**src/rtl/multichannel_pcm_mixer_core_defines.svh**
```systemverilog
// Assertion macros for the PCM mixer core.
// Included by the top level only; depends on nothing else.
`ifndef MULTICHANNEL_PCM_MIXER_CORE_DEFINES_SVH
`define MULTICHANNEL_PCM_MIXER_CORE_DEFINES_SVH
// Implication checked on every clock edge outside reset.
`define PMX_ASSERT_IMPL(label, clk, rst_n, cond, prop, msg) \
  label: assert property (@(posedge clk) disable iff (!rst_n) (cond) |-> (prop)) \
    else $error(msg);
// Implication whose consequent is checked in the cycle after the antecedent.
`define PMX_ASSERT_NEXT(label, clk, rst_n, cond, prop, msg) \
  label: assert property (@(posedge clk) disable iff (!rst_n) (cond) |=> (prop)) \
    else $error(msg);
`endif

```
**src/rtl/pmx_pkg.sv**
```systemverilog
// Shared types, constants and helpers for the PCM mixer core.
// No dependencies.
package pmx_pkg;
  localparam int NUM_CHANNELS = 8;
  localparam int STORE_DEPTH  = 4096;
  localparam int CH_W   = (NUM_CHANNELS > 1) ? $clog2(NUM_CHANNELS) : 1;
  localparam int ADDR_W = $clog2(STORE_DEPTH);
  localparam int CNT_W  = $clog2(NUM_CHANNELS + 1);
  localparam int VOL_MAX = 128;

  typedef enum logic [2:0] {
    OP_WRITE  = 3'd0,
    OP_PLAY   = 3'd1,
    OP_HALT   = 3'd2,
    OP_PAUSE  = 3'd3,
    OP_RESUME = 3'd4,
    OP_VOLUME = 3'd5,
    OP_MIX    = 3'd6,
    OP_NOP    = 3'd7
  } op_t;

  typedef enum logic [2:0] {
    ST_IDLE,
    ST_EXEC,
    ST_MIX_RD,
    ST_MIX_ACC,
    ST_OUT
  } state_t;

  // Commands from the controller to the datapath.
  typedef struct packed {
    logic             load;     // capture the accepted item
    logic             exec;     // execute a non-mix op
    logic             mix_seed; // seed the accumulator with the music sample
    logic             mix_rd;   // evaluate channel mix_ch and issue store read
    logic             mix_acc;  // add the fetched sample of channel mix_ch
    logic [CH_W-1:0]  mix_ch;
  } cmd_t;

  typedef struct packed {
    logic is_mix;
  } status_t;

  typedef struct packed {
    logic [2:0]   op;
    logic [2:0]   channel;
    logic         all_channels;
    logic [11:0]  address;
    logic [12:0]  length;
    logic [15:0]  loops;
    logic [8:0]   level;
    logic [15:0]  sample;
  } item_t;

  function automatic logic signed [15:0] sat16(input logic signed [17:0] v);
    if (v > 18'sd32767) return 16'sh7fff;
    else if (v < -18'sd32768) return 16'sh8000;
    else return v[15:0];
  endfunction
endpackage

```
**src/rtl/pmx_ctrl.sv**
```systemverilog
// Controller state machine for the PCM mixer core.
// Depends on pmx_pkg.
module pmx_ctrl import pmx_pkg::*; (
  input  logic    clk,
  input  logic    rst_n,
  input  logic    in_fire,
  input  logic    out_free,
  input  status_t status,
  output logic    in_ready,
  output logic    out_load,
  output cmd_t    cmd
);
  state_t state_r, state_nxt;
  logic [CNT_W-1:0] ch_r, ch_nxt;

  always_ff @(posedge clk) begin
    if (!rst_n) begin
      state_r <= ST_IDLE;
      ch_r    <= '0;
    end else begin
      state_r <= state_nxt;
      ch_r    <= ch_nxt;
    end
  end

  always_comb begin
    state_nxt = state_r;
    ch_nxt    = ch_r;
    unique case (state_r)
      ST_IDLE: if (in_fire) state_nxt = ST_EXEC;
      ST_EXEC: begin
        ch_nxt = '0;
        state_nxt = status.is_mix ? ST_MIX_RD : ST_OUT;
      end
      ST_MIX_RD: state_nxt = ST_MIX_ACC;
      ST_MIX_ACC: begin
        if (ch_r == CNT_W'(NUM_CHANNELS - 1)) state_nxt = ST_OUT;
        else begin
          ch_nxt = ch_r + CNT_W'(1);
          state_nxt = ST_MIX_RD;
        end
      end
      ST_OUT: if (out_free) state_nxt = ST_IDLE;
      default: state_nxt = ST_IDLE;
    endcase
  end

  always_comb begin
    in_ready     = 1'b0;
    out_load     = 1'b0;
    cmd          = '0;
    cmd.mix_ch   = ch_r[CH_W-1:0];
    unique case (state_r)
      ST_IDLE:    begin in_ready = 1'b1; cmd.load = in_fire; end
      ST_EXEC:    begin cmd.exec = !status.is_mix; cmd.mix_seed = status.is_mix; end
      ST_MIX_RD:  cmd.mix_rd = 1'b1;
      ST_MIX_ACC: cmd.mix_acc = 1'b1;
      ST_OUT:     out_load = out_free;
      default:    ;
    endcase
  end
endmodule

```
**config.mk**
```make
export PLATFORM = sky130hd
export DESIGN_NAME = pmx_ctrl
export DESIGN_NICKNAME = d
export VERILOG_FILES = /design/src/rtl/multichannel_pcm_mixer_core_defines.svh /design/src/rtl/pmx_pkg.sv /design/src/rtl/pmx_ctrl.sv
export SDC_FILE = /design/constraint.sdc
export NUM_CORES = 1
export LEC_CHECK = 0
export BUFFER_PORTS_ARGS = -buffer_cell sky130_fd_sc_hd__buf_2
export CAP_MARGIN = 25
export CELL_PAD_IN_SITES_DETAIL_PLACEMENT = 1
export CELL_PAD_IN_SITES_GLOBAL_PLACEMENT = 1
export CORE_MARGIN = 2
export CORE_UTILIZATION = 32
export DETAILED_ROUTE_END_ITERATION = 7
export PLACE_DENSITY = 0.75
export SLEW_MARGIN = 20
export SYNTH_ARGS = -nofsm -noshare
export SYNTH_HDL_FRONTEND = slang
export SYNTH_SLANG_ARGS = --single-unit
```
**constraint.sdc**
```tcl
create_clock -name clk -period 1.8 [get_ports clk]
set_clock_uncertainty 0.15 [all_clocks]
set_input_delay 0.27 -clock clk [delete_from_list [all_inputs] [get_ports clk]]
set_output_delay 0.27 -clock clk [all_outputs]
set_load 0.1 [all_outputs]
```
==> impl_metrics.xml, run 1 <==
<?xml version="1.0" encoding="UTF-8"?>
<metrics>
  <group name="status">
    <metric name="status" unit="">completed</metric>
  </group>
  <group name="hold_path">
    <metric name="worstHoldEndpoint" unit="">state_r[2]</metric>
    <metric name="holdPathStages" unit="">2</metric>
    <metric name="hp-class" unit="">input pin to flop</metric>
    <metric name="hold_path.startpoint" unit="">rst_n</metric>
  </group>
  <group name="sta">
    <metric name="min_period_over_period" unit="%">98.0</metric>
    <metric name="setup_viol" unit="">0</metric>
    <metric name="period_minus_slack" unit="ps">1760</metric>
    <metric name="finalHoldViolCount" unit="">0</metric>
    <metric name="timing_max_transition_violations_final" unit="">0</metric>
    <metric name="fmax_achieved" unit="MHz">567</metric>
    <metric name="finalHoldWorstSlack" unit="ps">149</metric>
    <metric name="slew_headroom" unit="%">68.0</metric>
    <metric name="timing_worst_slew_pin_value" unit="ps">483</metric>
  </group>
  <group name="detailed_routing">
    <metric name="detail_route.iter0.violations" unit="">2</metric>
    <metric name="post_drt_wl_per_cell" unit="um">15.4</metric>
    <metric name="drc" unit="">0</metric>
    <metric name="totalWireLength" unit="um">1230</metric>
    <metric name="ant_nets" unit="">0</metric>
    <metric name="drt-met1-wl" unit="um">536</metric>
    <metric name="vias_per_cell" unit="">5.21</metric>
    <metric name="drt_pre_antenna_iters" unit="">2</metric>
    <metric name="highest_layer" unit="">met4</metric>
    <metric name="met2WireLength" unit="um">634</metric>
    <metric name="route.met3.wl" unit="um">47</metric>
    <metric name="dr_total_vias" unit="">417</metric>
  </group>
  <group name="die">
    <metric name="fp.dieArea" unit="um^2">1640</metric>
    <metric name="floorplan.core_area" unit="um^2">1270</metric>
    <metric name="initial_utilization" unit="%">33.5</metric>
    <metric name="top_level_ports" unit="">15</metric>
    <metric name="chipHeight" unit="um">40.5</metric>
    <metric name="die_x" unit="um">40.5</metric>
    <metric name="fp-row-count" unit="">13</metric>
  </group>
  <group name="final_layout">
    <metric name="fill_cells" unit="">134</metric>
    <metric name="final-instance-count-excl-fill" unit="">80</metric>
    <metric name="finalNetCount" unit="">72</metric>
    <metric name="area_growth" unit="%">66.2</metric>
    <metric name="drive_gt1_share" unit="%">52.3</metric>
    <metric name="antenna-diode-count" unit="">0</metric>
  </group>
  <group name="place">
    <metric name="place.port_buffers" unit="">14</metric>
    <metric name="gp_congestion" unit="">0.716</metric>
    <metric name="detailed_place_hpwl" unit="um">965</metric>
    <metric name="placedCellCount" unit="">76</metric>
  </group>
  <group name="run">
    <metric name="max_cap_violations" unit="">0</metric>
  </group>
  <group name="yosys">
    <metric name="synth.yosys.seq_area_share" unit="%">32.9</metric>
    <metric name="synth_nets" unit="">54</metric>
    <metric name="synth_edf_count" unit="">0</metric>
    <metric name="yosys_warnings" unit="">0</metric>
    <metric name="yosysTopAreaCell" unit="">sky130_fd_sc_hd__dfxtp_1</metric>
    <metric name="ys_ff_latch" unit="">7</metric>
    <metric name="synthTopCellsByArea" unit="">sky130_fd_sc_hd__dfxtp_1 33%, sky130_fd_sc_hd__buf_4 7.1%, sky130_fd_sc_hd__nand3_1 4.7%</metric>
    <metric name="syn-instance-count" unit="">48</metric>
    <metric name="synthesis.area" unit="um^2">425</metric>
    <metric name="yosys.cell_types.count" unit="">28</metric>
    <metric name="netlist.area_leader.share" unit="%">32.9</metric>
    <metric name="syn_avg_cell_area" unit="um^2">8.86</metric>
    <metric name="ys_async_sr_fraction" unit="%">0</metric>
    <metric name="postSynth.topFlopCell" unit="">sky130_fd_sc_hd__dfxtp_1</metric>
  </group>
  <group name="clock_tree">
    <metric name="clock_path_buffers" unit="">2</metric>
    <metric name="clk_latency" unit="ps">260</metric>
    <metric name="ctsHoldBuffers" unit="">0</metric>
    <metric name="tritoncts_clock_tree" unit="">yes</metric>
    <metric name="clock_transition_at_path_regs" unit="ps">60</metric>
    <metric name="tritoncts.num_buffers" unit="">3</metric>
    <metric name="cts.htree.levels" unit="">1</metric>
    <metric name="tritoncts_num_sinks" unit="">7</metric>
    <metric name="cts-root-buf" unit="">sky130_fd_sc_hd__clkbuf_4</metric>
  </group>
  <group name="worst_setup_path">
    <metric name="endpoint_type_of_the_worst_setup_path" unit="">primary output</metric>
    <metric name="ff2ff_path_depth" unit="">4</metric>
    <metric name="reg2reg_slack" unit="ps">130</metric>
    <metric name="critical_path.startpoint_type" unit="">flop</metric>
    <metric name="cp_max_fo" unit="">3</metric>
    <metric name="worstReg2RegStart" unit="">ch_r[0]</metric>
    <metric name="slowest_stage" unit="">sky130_fd_sc_hd__or3b_4</metric>
    <metric name="critical-path-max-stage-delay" unit="ps">430</metric>
    <metric name="timing.rr.end" unit="">ch_r[3]</metric>
    <metric name="critical_path_arrival" unit="ps">1340</metric>
    <metric name="timing.setup.critical_path_class" unit="">flop to primary output</metric>
    <metric name="cp_data_required_time" unit="ps">1380</metric>
    <metric name="crit_path_cells" unit="">or3b_4 -&gt; nor2_4 -&gt; buf_12</metric>
  </group>
  <group name="pwr">
    <metric name="max-vdd-ir-drop" unit="mV">0.370</metric>
    <metric name="power.leakage" unit="uW">0.000319</metric>
    <metric name="pwr_density_cell" unit="nW/um^2">754</metric>
  </group>
  <group name="global_routing">
    <metric name="initial_antenna_violation_count" unit="">0</metric>
    <metric name="first_global_vias" unit="">437</metric>
    <metric name="grt_pass1_wl" unit="um">1920</metric>
    <metric name="largest_net_degree_at_the_start_of_global_routing" unit="">9</metric>
    <metric name="overflow_left_after_global_routing" unit="">0</metric>
    <metric name="globalRouteTotalUtil" unit="%">18.5</metric>
  </group>
</metrics>
==> report_power, final <==
group	leakage, uW	internal (uW)	switching [uW]
clock network	0.0000150	85.1	65.1
registers	0.0000577	160	3.22
logic	0.000246	81.1	138
total	0.000319	327	207
==> placed cells by master, fill, tap and decap left out, types with 2 or more instances in the layout <==
cell type                  instances
sky130_fd_sc_hd__buf_2             7
sky130_fd_sc_hd__buf_12            7
sky130_fd_sc_hd__dfxtp_1           5
sky130_fd_sc_hd__nand3_1           4
sky130_fd_sc_hd__clkbuf_4          3
sky130_fd_sc_hd__buf_4             3
sky130_fd_sc_hd__inv_1             2
sky130_fd_sc_hd__nor2_4            2
sky130_fd_sc_hd__nand3b_1          2
sky130_fd_sc_hd__o211ai_1          2
sky130_fd_sc_hd__a21boi_0          2
sky130_fd_sc_hd__nor2_1            2
sky130_fd_sc_hd__dfxtp_2           2
==> logic make-up after synthesis <==
logic type / synth area share (%)
mux: 2.35
simple gates: 32.9
compound gates: 17.9
fa+ha+maj: 2.94
flops: 32.9
buf+inv: 10.9
==> worst max path at each step <==
stage,start,end,slack [ps]
finish,state_r[2],cmd[6],40
floorplan,state_r[0],cmd[7],-360
detailed placement,ch_r[0],ch_r[0],120
global route,state_r[2],out_load,-0.3
global placement,ch_r[0],ch_r[3],220
CTS,state_r[2],cmd[6],2
==> area by class of cell <==
| class | count | area, um^2 | share of cell area (%) |
|---|---|---|---|
| multi-input cells | 33 | 297 | 41.9 |
| flip-flops and latches | 7 | 143 | 20.2 |
| well taps | 15 | 18.8 | 2.65 |
| clock buffers | 4 | 26.3 | 3.72 |
| repair buffers | 18 | 209 | 29.6 |
| inverters | 3 | 13.8 | 1.95 |
==> cells in the mapped netlist, drive strengths merged, types with 2 or more instances <==
| master | number |
|---|---|
| dfxtp | 7 |
| buf | 5 |
| nand3 | 4 |
| nor2 | 4 |
| inv | 3 |
| nand3b | 3 |
| a21boi | 2 |
| o211ai | 2 |
==> stage by stage <==
stage	TNS (ps)	power (uW)	setup WS (ps)	instance area [um^2]	utilization [%]
2_1_floorplan	-855	315	-362	492	-
3_3_place_gp	0	380	219	671	52.9
3_5_place_dp	0	384	120	671	52.9
4_1_cts	0	536	2.21	703	55.4
5_1_grt	-0.273	555	-0.273	707	55.7
6_report	0	533	35.5	707	55.7
==> registers in the layout, indices dropped and copies added, names as in the netlist <==
name / count
state_r: 3
ch_r: 4
==> repair_timing <==
item	CTS	global route
endpoints found under the setup margin	3	3
setup buffers	0	0
gates resized for setup	2	3
pin swaps	1	3
==> worst max-delay path: cells and delay by family, from the launching register on <==
family	cells	cell delay, ps
and+or+nand+nor	2	560
DFF	1	330
buffers and inverters	1	180
==> layer usage <==
| metal | vias to the layer above | global-route usage [%] |
|---|---|---|
| met5 | - | 0 |
| met4 | 0 | 10.0 |
| met3 | 2 | 4.44 |
| met2 | 13 | 32.1 |
| met1 | 192 | 20.2 |
| li1 | 210 | - |
Power figures use the tool's default switching activity.
==> run 2, diff against run 1 <==
--- a/config.mk
+++ b/config.mk
@@ -12,7 +12,7 @@
 export CORE_MARGIN = 2
 export CORE_UTILIZATION = 32
 export DETAILED_ROUTE_END_ITERATION = 7
-export PLACE_DENSITY = 0.75
+export PLACE_DENSITY = 0.76
 export SLEW_MARGIN = 20
 export SYNTH_ARGS = -nofsm -noshare
 export SYNTH_HDL_FRONTEND = slang
==> run 2 against run 1 <==
Compared with the run above:
- via count increased by 3.6%
- maximum frequency is 0.52% lower
- clock power barely moved
- worst setup slack worse by 9.3 ps
- global-route usage is 2.0 points higher
- die area stayed put
- critical endpoint unchanged
- largest cell class unchanged
- largest power group unchanged
==> impl_metrics.xml, run 2 (synthesized netlist as in run 1, its figures left out) <==
<?xml version="1.0" encoding="UTF-8"?>
<metrics>
  <group name="detailed_routing">
    <metric name="dr_total_vias" unit="">432</metric>
    <metric name="route.met3.wl" unit="um">65</metric>
    <metric name="totalWireLength" unit="um">1380</metric>
    <metric name="detail_route.iter0.violations" unit="">5</metric>
    <metric name="vias_per_cell" unit="">5.33</metric>
    <metric name="ant_nets" unit="">0</metric>
    <metric name="drc" unit="">0</metric>
    <metric name="post_drt_wl_per_cell" unit="um">17.0</metric>
    <metric name="highest_layer" unit="">met4</metric>
    <metric name="met2WireLength" unit="um">738</metric>
    <metric name="drt_pre_antenna_iters" unit="">4</metric>
    <metric name="drt-met1-wl" unit="um">556</metric>
  </group>
  <group name="worst_setup_path">
    <metric name="endpoint_type_of_the_worst_setup_path" unit="">primary output</metric>
    <metric name="cp_max_fo" unit="">5</metric>
    <metric name="critical-path-max-stage-delay" unit="ps">450</metric>
    <metric name="cp_data_required_time" unit="ps">1380</metric>
    <metric name="crit_path_cells" unit="">or3b_4 -&gt; nor2_4 -&gt; buf_12</metric>
    <metric name="critical_path_arrival" unit="ps">1350</metric>
    <metric name="critical_path.startpoint_type" unit="">flop</metric>
    <metric name="worstReg2RegStart" unit="">ch_r[0]</metric>
    <metric name="crit_path_start" unit="">state_r[1]</metric>
    <metric name="cp.buffers_inverters" unit="">1</metric>
    <metric name="kind_of_cell_adding_the_most_delay_to_the_critical_path" unit="">simple AND/OR/NAND/NOR gates</metric>
    <metric name="slowest_stage" unit="">sky130_fd_sc_hd__or3b_4</metric>
    <metric name="timing.setup.critical_path_class" unit="">flop to primary output</metric>
  </group>
  <group name="sta">
    <metric name="grt_setup_unrepaired" unit="">yes</metric>
    <metric name="fmax_achieved" unit="MHz">564</metric>
    <metric name="finalHoldViolCount" unit="">0</metric>
    <metric name="min_period_over_period" unit="%">98.5</metric>
    <metric name="period_minus_slack" unit="ps">1770</metric>
    <metric name="totalNegativeSetupSlack" unit="ps">0</metric>
    <metric name="finalHoldWorstSlack" unit="ps">147</metric>
    <metric name="timing_max_transition_violations_final" unit="">0</metric>
    <metric name="slew_headroom" unit="%">60.0</metric>
    <metric name="setup_viol" unit="">0</metric>
    <metric name="timing_worst_slew_pin_value" unit="ps">593</metric>
  </group>
  <group name="die">
    <metric name="initial_utilization" unit="%">33.5</metric>
    <metric name="floorplan.core_area" unit="um^2">1270</metric>
    <metric name="fp-row-count" unit="">13</metric>
    <metric name="top_level_ports" unit="">15</metric>
    <metric name="die_x" unit="um">40.5</metric>
    <metric name="chipHeight" unit="um">40.5</metric>
    <metric name="fp.dieArea" unit="um^2">1640</metric>
  </group>
  <group name="final_layout">
    <metric name="fill_cells" unit="">146</metric>
    <metric name="area_growth" unit="%">66.8</metric>
    <metric name="registers.top_by_ff_count" unit="">ch_r</metric>
    <metric name="multi_input_area" unit="um^2">297</metric>
    <metric name="mostFrequentLayoutCells" unit="">7 x sky130_fd_sc_hd__buf_2, 7 x sky130_fd_sc_hd__buf_12, 5 x sky130_fd_sc_hd__buf_4</metric>
    <metric name="antenna-diode-count" unit="">0</metric>
    <metric name="area.sequential" unit="um^2">144</metric>
    <metric name="reg.largest.list" unit="">ch_r x4, state_r x3</metric>
    <metric name="finalNetCount" unit="">73</metric>
    <metric name="largest_register_ffs" unit="">4</metric>
    <metric name="drive_gt1_share" unit="%">53.0</metric>
  </group>
  <group name="place">
    <metric name="place.port_buffers" unit="">14</metric>
    <metric name="gp_congestion" unit="">0.746</metric>
    <metric name="detailed_place_hpwl" unit="um">1050</metric>
  </group>
  <group name="global_routing">
    <metric name="grt_pass1_wl" unit="um">2040</metric>
    <metric name="first_global_vias" unit="">447</metric>
    <metric name="largest_net_degree_at_the_start_of_global_routing" unit="">9</metric>
    <metric name="initial_antenna_violation_count" unit="">0</metric>
    <metric name="globalRouteTotalUtil" unit="%">20.5</metric>
    <metric name="overflow_left_after_global_routing" unit="">0</metric>
  </group>
  <group name="clock_tree">
    <metric name="cts-root-buf" unit="">sky130_fd_sc_hd__clkbuf_4</metric>
    <metric name="clock_transition_at_path_regs" unit="ps">60</metric>
    <metric name="cts.htree.levels" unit="">1</metric>
    <metric name="clk_latency" unit="ps">260</metric>
    <metric name="clock_path_buffers" unit="">2</metric>
    <metric name="tritoncts_clock_tree" unit="">yes</metric>
    <metric name="tritoncts.num_buffers" unit="">3</metric>
    <metric name="ctsHoldBuffers" unit="">0</metric>
    <metric name="tritoncts_num_sinks" unit="">7</metric>
  </group>
  <group name="pwr">
    <metric name="pwr_density_cell" unit="nW/um^2">765</metric>
    <metric name="power.leakage" unit="uW">0.000322</metric>
    <metric name="max-vdd-ir-drop" unit="mV">0.486</metric>
  </group>
  <group name="hold_path">
    <metric name="hp-class" unit="">input pin to flop</metric>
    <metric name="hold_path.startpoint" unit="">rst_n</metric>
  </group>
  <group name="run">
    <metric name="max_cap_violations" unit="">0</metric>
  </group>
  <group name="status">
    <metric name="status" unit="">completed</metric>
  </group>
</metrics>
[run 2: cell types whose count changed in the layout (fill, tap and decap cells not counted)]
cell,change
sky130_fd_sc_hd__inv_1,+1
sky130_fd_sc_hd__buf_6,-1
sky130_fd_sc_hd__dfxtp_1,-1
sky130_fd_sc_hd__inv_4,-1
sky130_fd_sc_hd__buf_4,+2
sky130_fd_sc_hd__dfxtp_2,+1
[run 2: through the flow]
step	worst slack, ps	area (um^2)	utilization (%)	cells	total power, uW
2_1_floorplan	-362	492	-	48	315
3_3_place_gp	173	671	52.9	76	380
3_5_place_dp	148	671	52.9	76	386
4_1_cts	20.3	707	55.7	81	546
5_1_grt	-11.3	709	55.9	81	563
6_report	26.2	709	55.9	81	543
[run 2: worst paths after layout]
path / depth (start not counted) / to / slack [ps]
min: 2 / state_r[2] / 150
max reg2reg: 4 / ch_r[3] / 140
min reg2reg: 2 / ch_r[3] / 380
max: 3 / cmd[6] / 30
[run 2: power by group]
part | switching, uW | internal [uW]
Clock | 67.0 | 85.2
Sequential | 3.00 | 161
Combinational | 142 | 84.7
[run 2: per-layer routing]
layer / vias up / track usage (%)
li1: 210 / -
met1: 203 / 21.1
met2: 17 / 36.5
met3: 2 / 8.33
met4: 0 / 7.50
met5: - / 0
[run 2: timing repair]
action | in CTS | in global routing
pin swaps | 3 | 0
resized for setup | 1 | 2
buffers inserted | 1 | 0
endpoints found under the setup margin | 3 | 1
[run 2: final cells by class]
| type | count | share of cell area [%] |
|---|---|---|
| inverter | 3 | 1.59 |
| tap | 15 | 2.65 |
| timing repair buffer | 19 | 30.0 |
| clock buffer | 4 | 3.70 |
| sequential | 7 | 20.3 |
| multi-input combinational | 33 | 41.8 |
